==> src/sv/set_assoc_cache_fifo_lookup_assert.svh <==
// ----------------------------------------------------------------------------
// set_assoc_cache_fifo_lookup_assert.svh
// assertion macros shared by the cache lookup block
// ----------------------------------------------------------------------------
`ifndef SET_ASSOC_CACHE_FIFO_LOOKUP_ASSERT_SVH
`define SET_ASSOC_CACHE_FIFO_LOOKUP_ASSERT_SVH

// condition must hold in the same cycle as the trigger
`define SAC_ASSERT_SAME(lbl, clk, rst, trig, cond) \
   lbl: assert property (@(posedge clk) disable iff (rst) (trig) |-> (cond)) \
      else $error("sac assertion failed: same-cycle check");

// condition must hold in the cycle after the trigger
`define SAC_ASSERT_NEXT(lbl, clk, rst, trig, cond) \
   lbl: assert property (@(posedge clk) disable iff (rst) (trig) |=> (cond)) \
      else $error("sac assertion failed: next-cycle check");

`endif

==> src/sv/sac_pkg.sv <==
// ----------------------------------------------------------------------------
// sac_pkg
// shared types and constants for the set associative cache lookup
// ----------------------------------------------------------------------------
package sac_pkg;

   localparam int ADDR_W  = 32;
   localparam int CNT_W   = 32;
   localparam int LINE_OW = 6;
   localparam int CSR_IW  = 2;
   localparam int CSR_DW  = 5;

   // configuration register indexes
   localparam logic [CSR_IW-1:0] CSR_OFFSET_BITS = 2'd0;
   localparam logic [CSR_IW-1:0] CSR_SET_BITS    = 2'd1;
   localparam logic [CSR_IW-1:0] CSR_WAY_BITS    = 2'd2;

   // commands from controller to datapath
   typedef struct packed {
      logic load;
      logic scan;
      logic update;
   } cmd_type;

   // status from datapath to controller
   typedef struct packed {
      logic match;
      logic last;
   } sts_type;

endpackage

==> src/sv/sac_ram.sv <==
// ----------------------------------------------------------------------------
// sac_ram
// generic single write port, single read port ram with registered read
// ----------------------------------------------------------------------------
module sac_ram #(
   parameter int WIDTH = 32,
   parameter int DEPTH = 64
) (
   input  logic                                        clock,
   input  logic                                        wr_en,
   input  logic [((DEPTH > 1) ? $clog2(DEPTH) : 1)-1:0] wr_addr,
   input  logic [WIDTH-1:0]                            wr_data,
   input  logic                                        rd_en,
   input  logic [((DEPTH > 1) ? $clog2(DEPTH) : 1)-1:0] rd_addr,
   output logic [WIDTH-1:0]                            rd_data
);

   logic [WIDTH-1:0] mem_ff [DEPTH];
   logic [WIDTH-1:0] rd_data_ff;

   // write port
   always_ff @(posedge clock) begin
      if (wr_en) begin
         mem_ff[wr_addr] <= wr_data;
      end
   end

   // registered read port
   always_ff @(posedge clock) begin
      if (rd_en) begin
         rd_data_ff <= mem_ff[rd_addr];
      end
   end

   assign rd_data = rd_data_ff;

endmodule

==> src/sv/sac_ctrl.sv <==
// ----------------------------------------------------------------------------
// sac_ctrl
// sequencer: accept, scan the ways of one set, then update and report
// ----------------------------------------------------------------------------
module sac_ctrl (
   input  logic             clock,
   input  logic             reset,
   input  logic             start,
   output logic             busy,
   output logic             rsp_valid,
   output sac_pkg::cmd_type cmd,
   input  sac_pkg::sts_type sts
);

   localparam logic [1:0] ST_IDLE   = 2'd0;
   localparam logic [1:0] ST_SCAN   = 2'd1;
   localparam logic [1:0] ST_UPDATE = 2'd2;

   logic [1:0] state_ff;
   logic [1:0] state_in;
   logic       rsp_valid_ff;

   // next state and commands
   always_comb begin
      state_in   = state_ff;
      cmd.load   = 1'b0;
      cmd.scan   = 1'b0;
      cmd.update = 1'b0;
      unique case (state_ff)
         ST_IDLE: begin
            if (start) begin
               cmd.load = 1'b1;
               state_in = ST_SCAN;
            end
         end
         ST_SCAN: begin
            cmd.scan = 1'b1;
            if (sts.match || sts.last) begin
               state_in = ST_UPDATE;
            end
         end
         ST_UPDATE: begin
            cmd.update = 1'b1;
            state_in   = ST_IDLE;
         end
         default: begin
            state_in = ST_IDLE;
         end
      endcase
   end

   // state and result strobe
   always_ff @(posedge clock) begin
      if (reset) begin
         state_ff     <= ST_IDLE;
         rsp_valid_ff <= 1'b0;
      end else begin
         state_ff     <= state_in;
         rsp_valid_ff <= cmd.update;
      end
   end

   assign busy      = (state_ff != ST_IDLE);
   assign rsp_valid = rsp_valid_ff;

endmodule

==> src/sv/sac_dp.sv <==
// ----------------------------------------------------------------------------
// sac_dp
// datapath: configuration, tag and pointer memories, valid bits, counters
// ----------------------------------------------------------------------------
module sac_dp #(
   parameter int MAX_LINES = 64
) (
   input  logic                               clock,
   input  logic                               reset,
   input  sac_pkg::cmd_type                   cmd,
   output sac_pkg::sts_type                   sts,
   input  logic                               csr_valid,
   input  logic [sac_pkg::CSR_IW-1:0]         csr_index,
   input  logic [sac_pkg::CSR_DW-1:0]         csr_wdata,
   input  logic [sac_pkg::ADDR_W-1:0]         req_address,
   output logic                               rsp_hit,
   output logic [sac_pkg::LINE_OW-1:0]        rsp_line_index,
   output logic                               rsp_evicted,
   output logic [sac_pkg::CNT_W-1:0]          rsp_hit_count,
   output logic [sac_pkg::CNT_W-1:0]          rsp_miss_count
);

   localparam int LAW  = (MAX_LINES > 1) ? $clog2(MAX_LINES) : 1;
   localparam int GLIM = $clog2(MAX_LINES + 1) - 1;
   localparam logic [3:0] GLIM_V = 4'(GLIM);

   // configuration registers
   logic [4:0] offset_ff;
   logic [2:0] setb_ff;
   logic [2:0] wayb_ff;

   always_ff @(posedge clock) begin
      if (reset) begin
         offset_ff <= 5'd4;
         setb_ff   <= 3'd0;
         wayb_ff   <= 3'd6;
      end else if (csr_valid) begin
         unique case (csr_index)
            sac_pkg::CSR_OFFSET_BITS: offset_ff <= csr_wdata[4:0];
            sac_pkg::CSR_SET_BITS:    setb_ff   <= csr_wdata[2:0];
            sac_pkg::CSR_WAY_BITS:    wayb_ff   <= csr_wdata[2:0];
            default: begin
            end
         endcase
      end
   end

   // effective geometry: shrink ways first, then sets
   logic [3:0]   sum_bits;
   logic [2:0]   s_eff;
   logic [2:0]   w_eff;
   logic [LAW:0] wpow;
   logic [LAW:0] spow;
   logic [LAW-1:0] way_mask;
   logic [LAW-1:0] set_mask;

   always_comb begin
      sum_bits = {1'b0, setb_ff} + {1'b0, wayb_ff};
      priority if (sum_bits <= GLIM_V) begin
         s_eff = setb_ff;
         w_eff = wayb_ff;
      end else if ({1'b0, setb_ff} <= GLIM_V) begin
         s_eff = setb_ff;
         w_eff = 3'(GLIM_V - {1'b0, setb_ff});
      end else begin
         s_eff = 3'(GLIM_V);
         w_eff = 3'd0;
      end
      wpow     = (LAW + 1)'(1) << w_eff;
      spow     = (LAW + 1)'(1) << s_eff;
      way_mask = LAW'(wpow - (LAW + 1)'(1));
      set_mask = LAW'(spow - (LAW + 1)'(1));
   end

   // address split for the incoming item
   logic [sac_pkg::ADDR_W-1:0] block_in;
   logic [LAW-1:0]             set_in;
   logic [LAW-1:0]             base_in;

   always_comb begin
      block_in = req_address >> offset_ff;
      set_in   = block_in[LAW-1:0] & set_mask;
      base_in  = LAW'(set_in << w_eff);
   end

   // per-item registers
   logic [sac_pkg::ADDR_W-1:0] block_ff;
   logic [LAW-1:0]             set_ff;
   logic [LAW-1:0]             base_ff;
   logic [LAW-1:0]             wmask_ff;
   logic [LAW-1:0]             way_ff;
   logic                       hit_ff;
   logic                       inv_found_ff;
   logic [LAW-1:0]             inv_way_ff;
   logic                       vpv_rd_ff;

   // valid bits for lines and victim pointers
   logic [MAX_LINES-1:0] valid_ff;
   logic [MAX_LINES-1:0] vpv_ff;

   // memories
   logic                       tag_wr_en;
   logic [LAW-1:0]             tag_rd_addr;
   logic [sac_pkg::ADDR_W-1:0] tag_rd;
   logic                       vp_wr_en;
   logic [LAW-1:0]             vp_rd;
   logic [LAW-1:0]             vp_wr_data;

   // scan compare on the way whose tag is on the ram output
   logic [LAW-1:0] cur_line;
   logic           match;

   always_comb begin
      cur_line    = base_ff | way_ff;
      match       = valid_ff[cur_line] && (tag_rd == block_ff);
      sts.match   = match;
      sts.last    = (way_ff == wmask_ff);
      tag_rd_addr = cmd.load ? base_in : (base_ff | ((way_ff + LAW'(1)) & wmask_ff));
   end

   // line choice at update
   logic [LAW-1:0] vsel;
   logic [LAW-1:0] upd_line;
   logic           upd_evict;

   always_comb begin
      vsel       = (vpv_rd_ff ? vp_rd : '0) & wmask_ff;
      vp_wr_data = (vsel + LAW'(1)) & wmask_ff;
      upd_evict  = 1'b0;
      priority if (hit_ff) begin
         upd_line = base_ff | way_ff;
      end else if (inv_found_ff) begin
         upd_line = base_ff | inv_way_ff;
      end else begin
         upd_line  = base_ff | vsel;
         upd_evict = 1'b1;
      end
      tag_wr_en = cmd.update && !hit_ff;
      vp_wr_en  = cmd.update && upd_evict;
   end

   sac_ram #(
      .WIDTH (sac_pkg::ADDR_W),
      .DEPTH (MAX_LINES)
   ) u_tag_ram (
      .clock   (clock),
      .wr_en   (tag_wr_en),
      .wr_addr (upd_line),
      .wr_data (block_ff),
      .rd_en   (cmd.load | cmd.scan),
      .rd_addr (tag_rd_addr),
      .rd_data (tag_rd)
   );

   sac_ram #(
      .WIDTH (LAW),
      .DEPTH (MAX_LINES)
   ) u_vp_ram (
      .clock   (clock),
      .wr_en   (vp_wr_en),
      .wr_addr (set_ff),
      .wr_data (vp_wr_data),
      .rd_en   (cmd.load),
      .rd_addr (set_in),
      .rd_data (vp_rd)
   );

   // item capture and way scan
   always_ff @(posedge clock) begin
      if (cmd.load) begin
         block_ff     <= block_in;
         set_ff       <= set_in;
         base_ff      <= base_in;
         wmask_ff     <= way_mask;
         way_ff       <= '0;
         hit_ff       <= 1'b0;
         inv_found_ff <= 1'b0;
         inv_way_ff   <= '0;
         vpv_rd_ff    <= vpv_ff[set_in];
      end else if (cmd.scan) begin
         if (match) begin
            hit_ff <= 1'b1;
         end else begin
            way_ff <= way_ff + LAW'(1);
         end
         if (!valid_ff[cur_line] && !inv_found_ff) begin
            inv_found_ff <= 1'b1;
            inv_way_ff   <= way_ff;
         end
      end
   end

   // valid bits, cleared by reset
   always_ff @(posedge clock) begin
      if (reset) begin
         valid_ff <= '0;
         vpv_ff   <= '0;
      end else begin
         if (tag_wr_en) begin
            valid_ff[upd_line] <= 1'b1;
         end
         if (vp_wr_en) begin
            vpv_ff[set_ff] <= 1'b1;
         end
      end
   end

   // saturating hit and miss counters
   logic [sac_pkg::CNT_W-1:0] hits_ff;
   logic [sac_pkg::CNT_W-1:0] misses_ff;

   always_ff @(posedge clock) begin
      if (reset) begin
         hits_ff   <= '0;
         misses_ff <= '0;
      end else if (cmd.update) begin
         if (hit_ff) begin
            if (hits_ff != '1) begin
               hits_ff <= hits_ff + sac_pkg::CNT_W'(1);
            end
         end else if (misses_ff != '1) begin
            misses_ff <= misses_ff + sac_pkg::CNT_W'(1);
         end
      end
   end

   // result registers
   logic                          rsp_hit_ff;
   logic [sac_pkg::LINE_OW-1:0]   rsp_line_ff;
   logic                          rsp_evicted_ff;
   logic [LAW+sac_pkg::LINE_OW-1:0] line_wide;

   assign line_wide = (LAW + sac_pkg::LINE_OW)'(upd_line);

   always_ff @(posedge clock) begin
      if (cmd.update) begin
         rsp_hit_ff     <= hit_ff;
         rsp_line_ff    <= line_wide[sac_pkg::LINE_OW-1:0];
         rsp_evicted_ff <= upd_evict;
      end
   end

   assign rsp_hit        = rsp_hit_ff;
   assign rsp_line_index = rsp_line_ff;
   assign rsp_evicted    = rsp_evicted_ff;
   assign rsp_hit_count  = hits_ff;
   assign rsp_miss_count = misses_ff;

endmodule

==> src/sv/set_assoc_cache_fifo_lookup.sv <==
// ----------------------------------------------------------------------------
// set_assoc_cache_fifo_lookup
// set associative cache lookup with fifo (round-robin) replacement
// ----------------------------------------------------------------------------
// usage:
//   an item (req_address) is taken when start is high and busy is low. the
//   line offset is dropped, the low block bits pick a set, and the set's ways
//   are checked one per cycle out of the tag ram, stopping at the first hit.
//   a miss fills the lowest invalid way, else the way under the set's victim
//   pointer, which then advances.
//   steps: an accept cycle, a scan of the ways checked (1 up to the
//   effective ways per set, max MAX_LINES), then an update cycle; the result
//   strobe rsp_valid shows for one cycle after that, and a new item can be
//   taken in that same cycle.
//   the result strobe is high for one cycle only; the receiver cannot stall it.
//   csr writes (csr_valid, always ready) set offset_bits, set_bits, way_bits;
//   the user makes them while busy is low, the block does not enforce it.
//   reset: registers to 4 / 0 / 6, all lines invalid, victim pointers and
//   counts zero, all at once with no clearing pass.
// ----------------------------------------------------------------------------
module set_assoc_cache_fifo_lookup #(
   parameter int MAX_LINES = 64
) (
   input  logic                         clock,
   input  logic                         reset,
   input  logic                         start,
   output logic                         busy,
   input  logic [sac_pkg::ADDR_W-1:0]   req_address,
   output logic                         rsp_valid,
   output logic                         rsp_hit,
   output logic [sac_pkg::LINE_OW-1:0]  rsp_line_index,
   output logic                         rsp_evicted,
   output logic [sac_pkg::CNT_W-1:0]    rsp_hit_count,
   output logic [sac_pkg::CNT_W-1:0]    rsp_miss_count,
   input  logic                         csr_valid,
   output logic                         csr_ready,
   input  logic [sac_pkg::CSR_IW-1:0]   csr_index,
   input  logic [sac_pkg::CSR_DW-1:0]   csr_wdata
);

   sac_pkg::cmd_type cmd;
   sac_pkg::sts_type sts;

   assign csr_ready = 1'b1;

   // sequencer
   sac_ctrl u_ctrl (
      .clock     (clock),
      .reset     (reset),
      .start     (start),
      .busy      (busy),
      .rsp_valid (rsp_valid),
      .cmd       (cmd),
      .sts       (sts)
   );

   // datapath
   sac_dp #(
      .MAX_LINES (MAX_LINES)
   ) u_dp (
      .clock          (clock),
      .reset          (reset),
      .cmd            (cmd),
      .sts            (sts),
      .csr_valid      (csr_valid),
      .csr_index      (csr_index),
      .csr_wdata      (csr_wdata),
      .req_address    (req_address),
      .rsp_hit        (rsp_hit),
      .rsp_line_index (rsp_line_index),
      .rsp_evicted    (rsp_evicted),
      .rsp_hit_count  (rsp_hit_count),
      .rsp_miss_count (rsp_miss_count)
   );

   // checks
`include "set_assoc_cache_fifo_lookup_assert.svh"

   `SAC_ASSERT_SAME(a_rsp_when_idle, clock, reset, rsp_valid, !busy)
   `SAC_ASSERT_NEXT(a_accept_goes_busy, clock, reset, start && !busy, busy && !rsp_valid)
   `SAC_ASSERT_SAME(a_hit_no_evict, clock, reset, rsp_valid && rsp_hit, !rsp_evicted)
   `SAC_ASSERT_NEXT(a_single_strobe, clock, reset, rsp_valid, !rsp_valid)

endmodule

==> config.mk <==
export PLATFORM = sky130hd
export DESIGN_NAME = set_assoc_cache_fifo_lookup
export DESIGN_NICKNAME = d
export VERILOG_FILES = /design/src/sv/sac_pkg.sv /design/src/sv/sac_ram.sv /design/src/sv/sac_ctrl.sv /design/src/sv/sac_dp.sv /design/src/sv/set_assoc_cache_fifo_lookup.sv
export VERILOG_INCLUDE_DIRS = /design/src /design/src/sv
export SDC_FILE = /design/constraint.sdc
export NUM_CORES = 2
export LEC_CHECK = 0
export ABC_CLOCK_PERIOD_IN_PS = 3920
export BUFFER_PORTS_ARGS = -buffer_cell sky130_fd_sc_hd__buf_4
export CAP_MARGIN = 10
export CORE_MARGIN = 2
export CORE_UTILIZATION = 40
export CTS_CLUSTER_DIAMETER = 150
export DETAILED_ROUTE_END_ITERATION = 8
export PLACE_DENSITY = 0.66
export SYNTH_ARGS = -nofsm -noshare
export SYNTH_HDL_FRONTEND = slang
export SYNTH_SLANG_ARGS = --single-unit
==> constraint.sdc <==
create_clock -name clock -period 3.92 [get_ports clock]
set_input_delay 0.784 -clock clock [delete_from_list [all_inputs] [get_ports clock]]
set_output_delay 0.784 -clock clock [all_outputs]
set_load 0.02 [all_outputs]
### Word level (Yosys, flattened, before mapping)

Memory sizes are Yosys's and may differ from the RTL's. A register that Yosys moved wholly into a read port is not among the register bits.
Cells that the tools add are included.
Widths: inputs -> output; s select.

| storage, ports and cells | value |
|---|---|
| register bits after elaboration | 279 |
| memory bits (writable) | 2432 |
| memories kept | 2 |

| operators by class | value |
|---|---|
| $add $sub $neg | 8 |
| $lt $le $gt $ge | 8 |
| equality and inequality tests | 10 |
| shifts and indexed selects | 4 |
| muxes and demuxes | 29 |
| bitwise operators | 13 |
| reduce and logical (&&, ||, !) cells | 22 |

Memory list:

| name | depth | width | read ports | clocked after Yosys merged registers in | wr ports | RTL line | source |
|---|---|---|---|---|---|---|---|
| u_dp.u_tag_ram.mem_ff | 64 | 32 | 1 | 1 | 1 | sac_ram.sv:18 | `logic [WIDTH-1:0] mem_ff [DEPTH];` |
| u_dp.u_vp_ram.mem_ff | 64 | 6 | 1 | 1 | 1 | sac_ram.sv:18 |  |

Operators by type and width:

| operator | count |
|---|---|
| $or 64x64->64 | 2 |
| $add 32x1->32 const B | 2 |
| $ne 32x32->1 const B | 2 |
| $eq 32x32->1 | 1 |
| $shr 32x5->32 | 1 |
| $lt 6x7->1 const B | 4 |
| $and 6x6->6 | 4 |
| $mux 6 | 4 |
| $or 6x6->6 | 4 |
| $mux 1 | 14 |
| $reduce_and 2->1 | 7 |
| $add 6x1->6 const B | 2 |
| $bmux 1 s6 | 2 |
| $demux 1 s6 | 2 |
| $ge 6x1->1 const B | 2 |
| $mux 3 | 4 |
| $shl 1x3->6 const A | 2 |
| $sub 6x1->6 const B | 2 |
| $eq 6x6->1 | 1 |
| $logic_and 1x1->1 | 6 |
| $reduce_and 3->1 | 2 |
| $shl 6x3->6 | 1 |
| $add 3x3->4 | 1 |
| $eq 2x1->1 const B | 2 |
| other kinds (14) | 20 |

### Longest topological paths before layout

| depth | value |
|---|---|
| depth in word-level cells | 10 |
| gate-level depth with buffers | 20 |

### Cells and area by module

A second synthesis with hierarchy kept.

| second synthesis, totals | value |
|---|---|
| cells, all modules | 5586 |
| area total of the unflattened synthesis | 108456.5 um2 |

By module, submodules not included:

| module | times used | cells an instance | area each (um2) | seq. area each (um2) |
|---|---|---|---|---|
| sac_ram at u_dp.u_tag_ram | 1 | 3324 | 78835.6 | 62459.9 |
| sac_ram at u_dp.u_vp_ram | 1 | 720 | 15285.9 | 11711.2 |
| sac_dp | 1 | 1525 | 14182.4 | 6115.9 |
| sac_ctrl | 1 | 15 | 141.4 | 60.1 |
| set_assoc_cache_fifo_lookup | 1 | 2 | 11.3 | 0.0 |

### Worst setup path after synthesis

OpenSTA, ideal clock, no wires.

| timing | value |
|---|---|
| path type | reg2reg |
| start | register u_dp.setb_ff[0] |
| end | register u_dp.u_tag_ram.rd_data_ff[10], in the netlist u_dp.u_tag_ram.rd_data[10] (read register of u_dp.u_tag_ram.mem_ff), data pin |
| library setup time | 0.263 ns |
| data arrival time | 3.892 ns |
| required time | 3.657 ns |
| slack | -0.236 ns |
| cell stages (with the launch flop) | 15 |
| buffers on the path | 2 |
| cells stage by stage | dfxtp_1 -> ha_1 -> fa_1 -> xor2_1 -> a31oi_1 -> nand2_1 -> mux2i_1 -> mux2_2 -> o22a_1 -> a31o_1 -> or4_1 -> buf_2 -> buf_6 -> o221ai_2 -> nor4b_2 |

| between the ends | value |
|---|---|
| word-level cells in the longest chain between the ends | 8 |
| elaborated cells on any way between the ends | 13 |

Ends and longest elaborated chain:

| item | RTL line | source |
|---|---|---|
| from (decl) | sac_dp.sv:29 | `logic [2:0] setb_ff;` |
| from (signal assigned) | sac_dp.sv:40 | `sac_pkg::CSR_SET_BITS: setb_ff <= csr_wdata[2:0];` |
| $add 3x3->4 or $le 3x3->1 (tied branches) | sac_dp.sv:58, sac_dp.sv:62 |  |
| $le 4x3->1 or $mux 3 (tied branches) | sac_dp.sv:59, sac_dp.sv:62 |  |
| $mux 3 | sac_dp.sv:59 | `priority if (sum_bits <= GLIM_V) begin` |
| $shl 1x3->6 | sac_dp.sv:70 | `spow = (LAW + 1)'(1) << s_eff;` |
| $sub 6x1->6 | sac_dp.sv:72 | `set_mask = LAW'(spow - (LAW + 1)'(1));` |
| $and 6x6->6 | sac_dp.sv:82 | `set_in = block_in[LAW-1:0] & set_mask;` |
| $shl 6x3->6 * | sac_dp.sv:83 | `base_in = LAW'(set_in << w_eff);` |
| $mux 6 * | sac_dp.sv:118 | `tag_rd_addr = cmd.load ? base_in : (base_ff \| ((way_ff + LAW'(1)) & wmask_ff));` |
| to (decl) | sac_ram.sv:19 | `logic [WIDTH-1:0] rd_data_ff;` |

Every way passes the cells marked *; elsewhere a longest branch is shown, timed or not.
A chain may end at the register's enable or synchronous reset.

### Final worst setup path

| timing | value |
|---|---|
| start | register u_dp.offset_ff[1] |
| end | register u_dp.u_tag_ram.rd_data_ff[2], in the netlist u_dp.u_tag_ram.rd_data[2] (read register of u_dp.u_tag_ram.mem_ff), data pin |

| between the ends | value |
|---|---|
| word-level cells in the longest chain between the ends | 4 |

Ends and longest elaborated chain:

| item | RTL line | source |
|---|---|---|
| from (decl) | sac_dp.sv:28 | `logic [4:0] offset_ff;` |
| from (signal assigned) | sac_dp.sv:39 | `sac_pkg::CSR_OFFSET_BITS: offset_ff <= csr_wdata[4:0];` |
| $shr 32x5->32 | sac_dp.sv:81 | `block_in = req_address >> offset_ff;` |
| $and 6x6->6 | sac_dp.sv:82 |  |
| $shl 6x3->6 | sac_dp.sv:83 |  |
| $mux 6 | sac_dp.sv:118 |  |

Every way passes these cells.

==> impl_metrics.py <==
metrics = {
    "routing": {
        "viasPerCell": 5.76,
        "antenna_left": 0,
        "drtIter0Drc": 9228,
        "wirelength_mm": 335,
        "dr.pass1.iters": 6,
        "wire_per_inst_um": 26.7,
        "route.detailed.drc": 0,
        "vias": 72400,
    },
    "cells_and_area": {
        "drive_gt1_share_pct": 27.1,
        "final_cells": 12600,
        "syn_to_final_growth_pct": 24.9,
        "fillers": 22500,
        "regArea_um2": 80400,
        "fin_area_um2": 139000,
        "multi_input_area_um2": 32500,
        "fin_nets": 8685,
    },
    "critical_path": {
        "cp-end-kind": "register",
        "critPathArrivalTime_ns": 5.15,
        "crit_chain": "buf_6, mux2i_2, mux4_2, o2bb2ai_4, or4_4, mux2_4, o22a_4, a31o_4, buf_12, buf_12, a221oi_2, a311oi_2, buf_4, nor3_4, buf_6, nor4b_2",
        "crit_required_ns": 4.60,
        "slowest_delay_ns": 0.53,
        "worst-path-stages": 16,
        "crit_family": "compound AO/OA/AOI/OAI gates",
        "r2r_end": "u_dp.u_tag_ram.rd_data[2]",
        "worst-path-max-fanout": 15,
        "crit_path_top_delay_cell": "mux4_2",
        "endpoint": "u_dp.u_tag_ram.rd_data[2]",
        "reg2reg_slack_ns": -0.55,
        "critPathLaunchType": "register",
        "path_class": "reg -> reg",
        "r2r_start": "u_dp.offset_ff[1]",
        "crit_buf_inv": 5,
        "r2r_cells": 16,
        "startpoint": "u_dp.offset_ff[1]",
    },
    "placement": {
        "place_area_um2": 124000,
        "portBuffers": 116,
        "preCtsSetupSlack_ns": -1.87,
        "place_hpwl_mm": 195,
        "gp_congestion": 0.887,
        "placed_cells": 11900,
    },
    "worst_hold_path": {
        "hold_class": "in -> reg",
    },
    "sta": {
        "post-route-min-period_ns": 4.47,
        "skew_ns": 0.0873,
        "final_max_slew_viol_count": 0,
        "hold_violations": 0,
        "fin_ws_ns": -0.551,
        "finalCritPeriodShare_pct": 114,
        "hold_slack_ns": 0.153,
        "tightest_slew_ns": 1.10,
        "setup_violations": 39,
        "max_freq_mhz": 224,
        "rsz0062_at_grt": "yes",
        "slew_headroom_pct": 26.6,
    },
    "global_route": {
        "grt_max_degree": 81,
        "grtUsageTotal_pct": 22.6,
        "grt_pass1_vias": 70600,
        "antenna_found_initial": 15,
        "overflow": 0,
        "grt_pass1_wl_mm": 478,
    },
    "synthesis": {
        "async_flop_share_pct": 0,
        "avgSynthCellArea_um2": 14.5,
        "yosysTopAreaCell": "edfxtp_1",
        "synth_edf_count": 2529,
        "synth.area.top_cells": "edfxtp_1, nand2_1, mux2i_1",
        "syn_area_um2": 111000,
        "synth_nets": 7739,
        "synth_warnings": 0,
        "yosys_most_used_dff": "edfxtp_1",
        "synth-seq-cells": 2749,
        "syn_inst": 7684,
        "ys_seq_area_share_pct": 72.1,
        "synth_cell_types": 90,
        "synth_top_area_share_pct": 68.2,
    },
    "floorplan": {
        "core_um2": 277000,
        "pin_count": 118,
        "num_rows": 193,
        "die_area_um2": 283000,
        "die_y_um": 532,
        "die_w_um": 532,
        "initial_core_util_pct": 40.2,
    },
    "clock_tree": {
        "cts_tree": "built",
        "cts_buffers": 281,
        "clock_path_buffers": 4,
        "holdBufCountCts": 0,
        "clk_latency_ns": 0.88,
        "clk_pin_slew_ns": 0.06,
        "root_buffer": "clkbuf_16",
        "htreeDepth": 5,
        "cts_sinks": 2749,
    },
    "pwr": {
        "p_per_area_nw_per_um2": 501,
        "p_leak_uw": 0.0479,
        "finalPower_uw": 69600,
        "ir_worst_vdd_uv": 352,
    },
    "run_status": {
        "status": "finished, violations left",
        "violations": "setup timing",
    },
    "flow_run": {
        "drv_cap": 0,
    },
}
## metal layers
layer | vias to the layer above | global-route usage (%) | share of wire [%] | routed length [µm]
li1 | 31100 | - | - | -
met1 | 36800 | 30.1 | 38 | 129000
met2 | 3774 | 36.7 | 48 | 159000
met3 | 637 | 4.42 | 10 | 34500
met4 | 4 | 8.06 | 3.7 | 12400
met5 | - | 0 | 0.0066 | 22
## cell families (layout without fill, tap and decap cells)
logic type,count (synthesis),in the layout,share of synthesized area (%)
xor gates and xnor gates,103,103,0.810
other,1,6,0.00337
muxes,719,719,7.71
adders and majority gates,12,12,0.142
buffers and inverters,515,1674,2.07
AOI/OAI and AO/OA,1006,1006,6.67
DFF,2749,2749,72.1
and+or+nand+nor,2579,2579,10.5
## per-stage QoR
step	utilization [%]	TNS (ns)
after global placement	44.7	-44.46
after detailed placement	44.7	-45.01
after floorplan	-	0
after global routing	50.3	-19.65
final	50.3	-16.36
after CTS	49.5	-13.73
## layout by cell type, fill, tap and decap left out, drive strengths merged, types with 21 or more instances in the layout
| cell | instances |
|---|---|
| clkbuf | 381 |
| a221oi | 68 |
| inv | 41 |
| edfxtp | 2529 |
| buf | 1113 |
| xor2 | 51 |
| mux2 | 184 |
| o221ai | 31 |
| a311oi | 102 |
| a31oi | 55 |
| nor4b | 30 |
| nor2 | 532 |
| xnor2 | 52 |
| o22ai | 21 |
| and2 | 44 |
| nand4 | 23 |
| nand2b | 113 |
| a32oi | 64 |
| a22oi | 164 |
| mux2i | 442 |
| o21ai | 66 |
| nand2 | 1190 |
| and3 | 114 |
| clkinv | 105 |
| a211oi | 78 |
| and4 | 35 |
| a311o | 28 |
| mux4 | 93 |
| a21oi | 249 |
| nand3 | 392 |
| nor3 | 53 |
| dfxtp | 220 |
## layout make-up
type / count / share of cell area, %
clock buffers: 366 / 5.57
well taps: 3705 / 3.33
flip-flops and latches: 2749 / 57.8
repair buffers: 1141 / 8.96
diodes: 5 / 0.00900
clock inverters: 130 / 0.834
inverters: 37 / 0.126
multi-input cells: 4420 / 23.4
## cell usage after synthesis, drive strengths merged (102+ instances only)
cell	instances
edfxtp	2529
nand2	1190
nor2	532
mux2i	442
nand3	392
clkbuf	287
a21oi	249
dfxtp	220
buf	191
mux2	184
a22oi	164
and3	114
nand2b	113
a311oi	102
## power by group
part / leakage (µW) / internal, µW / switching (µW) / total [µW]
Combinational: 0.0189 / 4440 / 6040 / 10500
Sequential: 0.0246 / 32500 / 291 / 32800
Clock: 0.00437 / 15100 / 11200 / 26300
## timing repair
item | CTS | global route
pin swaps | 115 | 118
endpoints found under the setup margin | 39 | 41
gates resized for setup | 527 | 259
cloned | 32 | 15
setup buffers | 93 | 54
## flip-flops by register name, summed over array words and instances, names as in the netlist, 32 cells and up
| name | count |
|---|---|
| u_dp.valid_ff | 64 |
| u_dp.vpv_ff | 64 |
| u_dp.rsp_hit_count | 32 |
| u_dp.u_tag_ram.rd_data | 32 |
| u_dp.block_ff | 32 |
| u_dp.u_vp_ram.mem_ff | 384 |
| u_dp.u_tag_ram.mem_ff | 2048 |
| u_dp.rsp_miss_count | 32 |
## how the worst min path moves through the flow
stage                       from                 to  cells after the start
3_5_place_dp   u_dp.valid_ff[21]  u_dp.valid_ff[21]                      2
3_3_place_gp     u_dp.vpv_ff[48]    u_dp.vpv_ff[48]                      2
6_report            csr_wdata[2]  u_dp.offset_ff[2]                      2
5_1_grt             csr_wdata[2]  u_dp.offset_ff[2]                      2
2_1_floorplan     u_dp.vpv_ff[0]     u_dp.vpv_ff[0]                      2
4_1_cts             csr_wdata[2]  u_dp.offset_ff[2]                      2
No activity file was read; power rests on OpenSTA's default activity.
